[src/hw/rtl/apm_pkg.sv]
`default_nettype none

package apm_pkg;

  // Field widths of the request and result items.
  localparam int unsigned TIME_W   = 64;
  localparam int unsigned COUNT_W  = 32;
  localparam int unsigned SEL_W    = 5;
  localparam int unsigned THRESH_W = 25;

  // Request transfer: now_ns and bucket_index in tdata, req_type in tuser.
  localparam int unsigned IN_FIELDS_W = TIME_W + SEL_W;
  localparam int unsigned IN_TDATA_W  = ((IN_FIELDS_W + 7) / 8) * 8;
  localparam int unsigned IN_TUSER_W  = 2;

  // Result transfer: all result fields packed in tdata.
  localparam int unsigned OUT_FIELDS_W = 1 + 5 * TIME_W + 2 * COUNT_W + THRESH_W + TIME_W;
  localparam int unsigned OUT_TDATA_W  = ((OUT_FIELDS_W + 7) / 8) * 8;

  // Depth of the command queue between front and back.
  localparam int unsigned QUEUE_DEPTH = 2;

  // Histogram size, default and largest supported value.
  localparam int unsigned NUM_BUCKETS_DEF = 20;
  localparam int unsigned NUM_BUCKETS_MAX = 32;

  typedef enum logic [1:0] {
    OP_START  = 2'd0,
    OP_ACTIVE = 2'd1,
    OP_IDLE   = 2'd2,
    OP_READ   = 2'd3
  } op_t;

  // Classified request handed from the front to the back.
  typedef struct packed {
    op_t               op;
    logic              measure;
    logic [TIME_W-1:0] period;
    logic              is_active;
    logic [TIME_W-1:0] generation;
    logic [TIME_W-1:0] active_stamp;
    logic [TIME_W-1:0] idle_stamp;
    logic [SEL_W-1:0]  bucket_index;
  } cmd_t;

  // Survival bucket thresholds in ns; indexes past the twentieth use the largest.
  function automatic logic [THRESH_W-1:0] bucket_threshold(input logic [SEL_W-1:0] idx);
    logic [THRESH_W-1:0] thr;
    case (idx)
      5'd0:    thr = 25'd20000;
      5'd1:    thr = 25'd50000;
      5'd2:    thr = 25'd75000;
      5'd3:    thr = 25'd100000;
      5'd4:    thr = 25'd125000;
      5'd5:    thr = 25'd141000;
      5'd6:    thr = 25'd161000;
      5'd7:    thr = 25'd180000;
      5'd8:    thr = 25'd200000;
      5'd9:    thr = 25'd250000;
      5'd10:   thr = 25'd300000;
      5'd11:   thr = 25'd400000;
      5'd12:   thr = 25'd500000;
      5'd13:   thr = 25'd750000;
      5'd14:   thr = 25'd1000000;
      5'd15:   thr = 25'd1500000;
      5'd16:   thr = 25'd2500000;
      5'd17:   thr = 25'd5000000;
      5'd18:   thr = 25'd10000000;
      default: thr = 25'd20000000;
    endcase
    return thr;
  endfunction

endpackage

`default_nettype wire

[src/hw/rtl/apm_queue.sv]
`default_nettype none

module apm_queue (
  input  wire           clk,
  input  wire           rst,
  input  wire           in_valid,
  output logic          in_ready,
  input  apm_pkg::cmd_t in_cmd,
  output logic          out_valid,
  input  wire           out_ready,
  output apm_pkg::cmd_t out_cmd
);
  import apm_pkg::*;

  localparam int unsigned PtrW = (QUEUE_DEPTH > 1) ? $clog2(QUEUE_DEPTH) : 1;
  localparam int unsigned CntW = $clog2(QUEUE_DEPTH + 1);

  cmd_t              entries [QUEUE_DEPTH];
  logic [PtrW-1:0]   wr_ptr;
  logic [PtrW-1:0]   rd_ptr;
  logic [CntW-1:0]   count;
  logic              push;
  logic              pop;

  assign in_ready  = (count != CntW'(QUEUE_DEPTH));
  assign out_valid = (count != '0);
  assign out_cmd   = entries[rd_ptr];
  assign push      = in_valid && in_ready;
  assign pop       = out_valid && out_ready;

  // Entry storage; payload needs no reset.
  always_ff @(posedge clk) begin
    if (push) begin
      entries[wr_ptr] <= in_cmd;
    end
  end

  // Pointers wrap around the power-of-two depth.
  always_ff @(posedge clk) begin
    if (rst) begin
      wr_ptr <= '0;
      rd_ptr <= '0;
      count  <= '0;
    end else begin
      if (push) begin
        wr_ptr <= wr_ptr + 1'b1;
      end
      if (pop) begin
        rd_ptr <= rd_ptr + 1'b1;
      end
      if (push && !pop) begin
        count <= count + 1'b1;
      end else if (pop && !push) begin
        count <= count - 1'b1;
      end
    end
  end

endmodule

`default_nettype wire

[config.mk]
export PLATFORM = sky130hd
export DESIGN_NAME = apm_queue
export DESIGN_NICKNAME = d
export VERILOG_FILES = /design/src/hw/rtl/apm_pkg.sv /design/src/hw/rtl/apm_queue.sv
export SDC_FILE = /design/constraint.sdc
export NUM_CORES = 1
export LEC_CHECK = 0
export ABC_AREA = 1
export BUFFER_PORTS_ARGS = -buffer_cell sky130_fd_sc_hd__buf_2
export CAP_MARGIN = 20
export CORE_UTILIZATION = 40
export CTS_BUF_LIST = sky130_fd_sc_hd__clkbuf_2
export CTS_CLUSTER_DIAMETER = 80
export DETAILED_ROUTE_END_ITERATION = 6
export SYNTH_ARGS = -nofsm -noshare
export SYNTH_HDL_FRONTEND = slang
export SYNTH_SLANG_ARGS = --single-unit
[constraint.sdc]
create_clock -name clk -period 19.2 [get_ports clk]
set_input_delay 3.84 -clock clk [delete_from_list [all_inputs] [get_ports clk]]
set_output_delay 3.84 -clock clk [all_outputs]
set_load 0.03 [all_outputs]
==> impl_results.md <==
- Status: complete, no violations
- Critical-path maximum fanout: 69
- CP Capture Type: primary output
- Synth area leaders: sky130_fd_sc_hd__edfxtp_1, sky130_fd_sc_hd__mux2_2, sky130_fd_sc_hd__buf_6
- Routing usage on met2: 0.2860
- Total nets after synthesis: 1131
- Routability cong.: 0.8013
- Site Rows: 80
- Clock input transition at the sequential cells of the worst setup and hold paths: 80 ps
- Via count of the first global-routing pass: 11.04k
- DR pass1 iterations: 4
- Clock Sinks: 535
- Cell variety after synth: 13
- Post-CTS Repair Setup Buffers: 0
- Destination of the critical timing path: out_cmd[162]
- Skew-Pair Late Insertion Delay: 1250 ps
- RSZ-0062 raised after global routing: false
- Critical Path Source Type: flop
- Synth Flop Type: sky130_fd_sc_hd__edfxtp_1
- Total clock buffers created by CTS: 138
- Horizontal extent of the die: 222.6 um
- Path type of the worst min-delay path: flop to flop
- Cell type contributing the most total cell area after synthesis: sky130_fd_sc_hd__edfxtp_1
- Commonest cells in the synthesized netlist: sky130_fd_sc_hd__edfxtp_1, sky130_fd_sc_hd__mux2_2, sky130_fd_sc_hd__buf_6, sky130_fd_sc_hd__nand2_1, sky130_fd_sc_hd__inv_1
- Number of setup violations in the final report: 0
- Number of max-slew violations in the final report: 0
- Worst Slack Setup Final: 11500 ps
- Maximum capacitance violations: 0
- Place WS: 12700 ps
- Maximum number of pins on one net before global-route repair: 72
- Clock tree from TritonCTS: built
- Clock skew after layout: 43.80 ps
- Worst reg2reg path endpoint: entries[1][145]
- Die Y: 222.6 um
- Synth async-reset ratio: 0
- Final clock period utilization by the worst path: 0.4011
- Top-level I/O count: 536
- Total core area: 0.04785 mm2
- Busiest layer in global routing: met2
- Cell at the root of the clock tree: sky130_fd_sc_hd__clkbuf_2
- Most common cell in the synthesized netlist: sky130_fd_sc_hd__edfxtp_1
- Final net count: 1788
- First-pass GRT wire length: 63.04 mm
- Count of nets left with antenna violations after detail routing: 0
- Grt met3 use: 0.07882
- Initial cell density of the core: 0.4067
- Area fraction of the dominant cell type after synthesis: 0.8179
- Worst reg2reg path startpoint: count[0]
- Register area: 0.01602 mm2
- Post-synthesis area per instance: 22.60 um2
- Longest Clk Path Bufs: 3
- Post-layout total power: 0.003210 W
- Start-to-end type of the worst setup path: flop to primary output
- # DRC: 0
- Post-synthesis instance area: 0.01946 mm2
- Tot GR Track Use: 0.1734
- Count of H-tree levels built during CTS: 4
- Time the final worst path needs with I/O delays and setup: 7701 ps
- Slew Limit Headroom: 0.2891
- Placement-stage cell area: 0.02269 mm2
- CTS Hold Bufs: 0
- Signed area change from the synthesized netlist to the final layout: 22.89%
- Routed wirelength normalized by instance count: 19.53 um
- EDFF count, synth: 530
- Accumulated negative setup slack: 0 ps
- Slew @ Worst Pin: 1066 ps
- Static power due to leakage: 9.134 nW
- Signal arrival time at the worst endpoint: 3860 ps
- Vias per cell: 4.705
- Met1 usage: 0.1893
- Power density of the placed cells: 134.2 mW/mm2
- Final cell area excluding filler cells: 0.02391 mm2
- Required time at the worst-slack endpoint: 15360 ps
- Post-synthesis sequential area ratio: 0.8230
- Initial DRC count: 521
- Number of cells on the worst reg-to-reg path: 6
- Half-perimeter wire length of the detailed placement result: 28.22 mm
- Initial antenna violation count: 10
- FILL cells: 4161
- Post-synthesis register bit count: 535
- Worst IR Drop VDD: 68.48 uV
- Number of buffers inserted by port buffering: 535
- Number of resized instances in the post-cts repair step: 0
- Number of instances in the synthesized netlist: 861
- Leftover overflow at the end of global routing: 0
- Vias after detailed routing: 10.47k
- Area used by multi-input combinational logic: 0.003108 mm2
- Floorplan die area: 0.04953 mm2
- Final hold violation count: 0
- Synth warn: 0
- Register-to-register path setup slack: 16270 ps
- Max frequency: 0.1299 GHz
- Fraction of final layout cells sized beyond drive strength 1: 0.6388
- Detailed Route WL: 43.47 mm
per-stage QoR:
| step | hold slack, ps | util | instances |
|---|---|---|---|
| after CTS | 512.5 | 0.4994 | 2218 |
| after global routing | 560.5 | 0.4997 | 2225 |
| after detailed placement | 493.1 | 0.4742 | 1993 |
| after global placement | 474.4 | 0.4742 | 1993 |
| final | 506.6 | 0.4998 | 2226 |
| after floorplan | 464.5 | - | 861 |
cells in the final DEF, fill, tap and decap left out:
master	n
sky130_fd_sc_hd__buf_2	535
sky130_fd_sc_hd__edfxtp_1	530
sky130_fd_sc_hd__mux2_2	265
sky130_fd_sc_hd__clkbuf_2	190
sky130_fd_sc_hd__clkinv_1	15
sky130_fd_sc_hd__buf_4	11
sky130_fd_sc_hd__nand2_1	9
sky130_fd_sc_hd__diode_2	8
sky130_fd_sc_hd__inv_1	8
sky130_fd_sc_hd__inv_2	8
sky130_fd_sc_hd__nor2_1	5
sky130_fd_sc_hd__clkinv_2	5
sky130_fd_sc_hd__bufinv_16	4
sky130_fd_sc_hd__dfxtp_1	4
sky130_fd_sc_hd__nor2_4	2
sky130_fd_sc_hd__o21ai_0	2
sky130_fd_sc_hd__a21oi_1	2
sky130_fd_sc_hd__nand3_1	2
sky130_fd_sc_hd__clkinvlp_4	2
sky130_fd_sc_hd__nand4_1	1
sky130_fd_sc_hd__ha_1	1
sky130_fd_sc_hd__dfxtp_4	1
sky130_fd_sc_hd__clkinv_4	1
how the worst min path moves through the flow:
stage	end	cells after the start	from	slack, ps
2_1_floorplan	flop	2	rd_ptr	460
3_3_place_gp	rd_ptr	2	rd_ptr	470
3_5_place_dp	rd_ptr	2	rd_ptr	490
4_1_cts	rd_ptr	2	rd_ptr	510
5_1_grt	rd_ptr	2	rd_ptr	560
6_report	rd_ptr	2	rd_ptr	510
layout make-up:
cell class,count,share of cell area
flip-flops and latches,535,0.6699
clock buffers,190,0.03977
multi-input cells,289,0.1300
clock inverters,35,0.01067
inverters,8,0.001256
well taps,615,0.03218
repair buffers,546,0.1154
diodes,8,0.0008372
registers in the layout, indices dropped and copies added, names as in the netlist, named ones only:
signal and flops:
entries 530, wr_ptr 1, rd_ptr 1, count 2
power breakdown:
group / total (W) / internal, W / switching [W]
registers: 0.00153 / 0.00148 / 0.0000500
logic: 0.000919 / 0.000297 / 0.000622
clock network: 0.000764 / 0.000320 / 0.000444
logic make-up (layout without fill, tap and decap cells):
family                   after synthesis  in the layout  synth area share
other                                  0              8                 0
adder cells (fa/ha/maj)                1              1         0.0006429
AO/OA/AOI/OAI                          4              4          0.001029
multiplexers                         265            265            0.1534
flip-flops                           535            535            0.8230
buffers and inverters                 37            779           0.01800
AND/OR/NAND/NOR                       19             19          0.003923
worst max-delay path, stage by stage, from the launching register on:
cell,delay (ps)
sky130_fd_sc_hd__dfxtp_4,1020
sky130_fd_sc_hd__buf_4,860
sky130_fd_sc_hd__mux2_2,470
sky130_fd_sc_hd__buf_2,190
per-layer routing:
metal | vias to the layer above | wire length [um] | share of wire
li1 | 4819 | - | -
met1 | 5130 | 16440 | 0.38
met2 | 434 | 22100 | 0.51
met3 | 76 | 3831 | 0.088
met4 | 14 | 1013 | 0.023
met5 | - | 90 | 0.0021
Power figures use the tool's default switching activity.
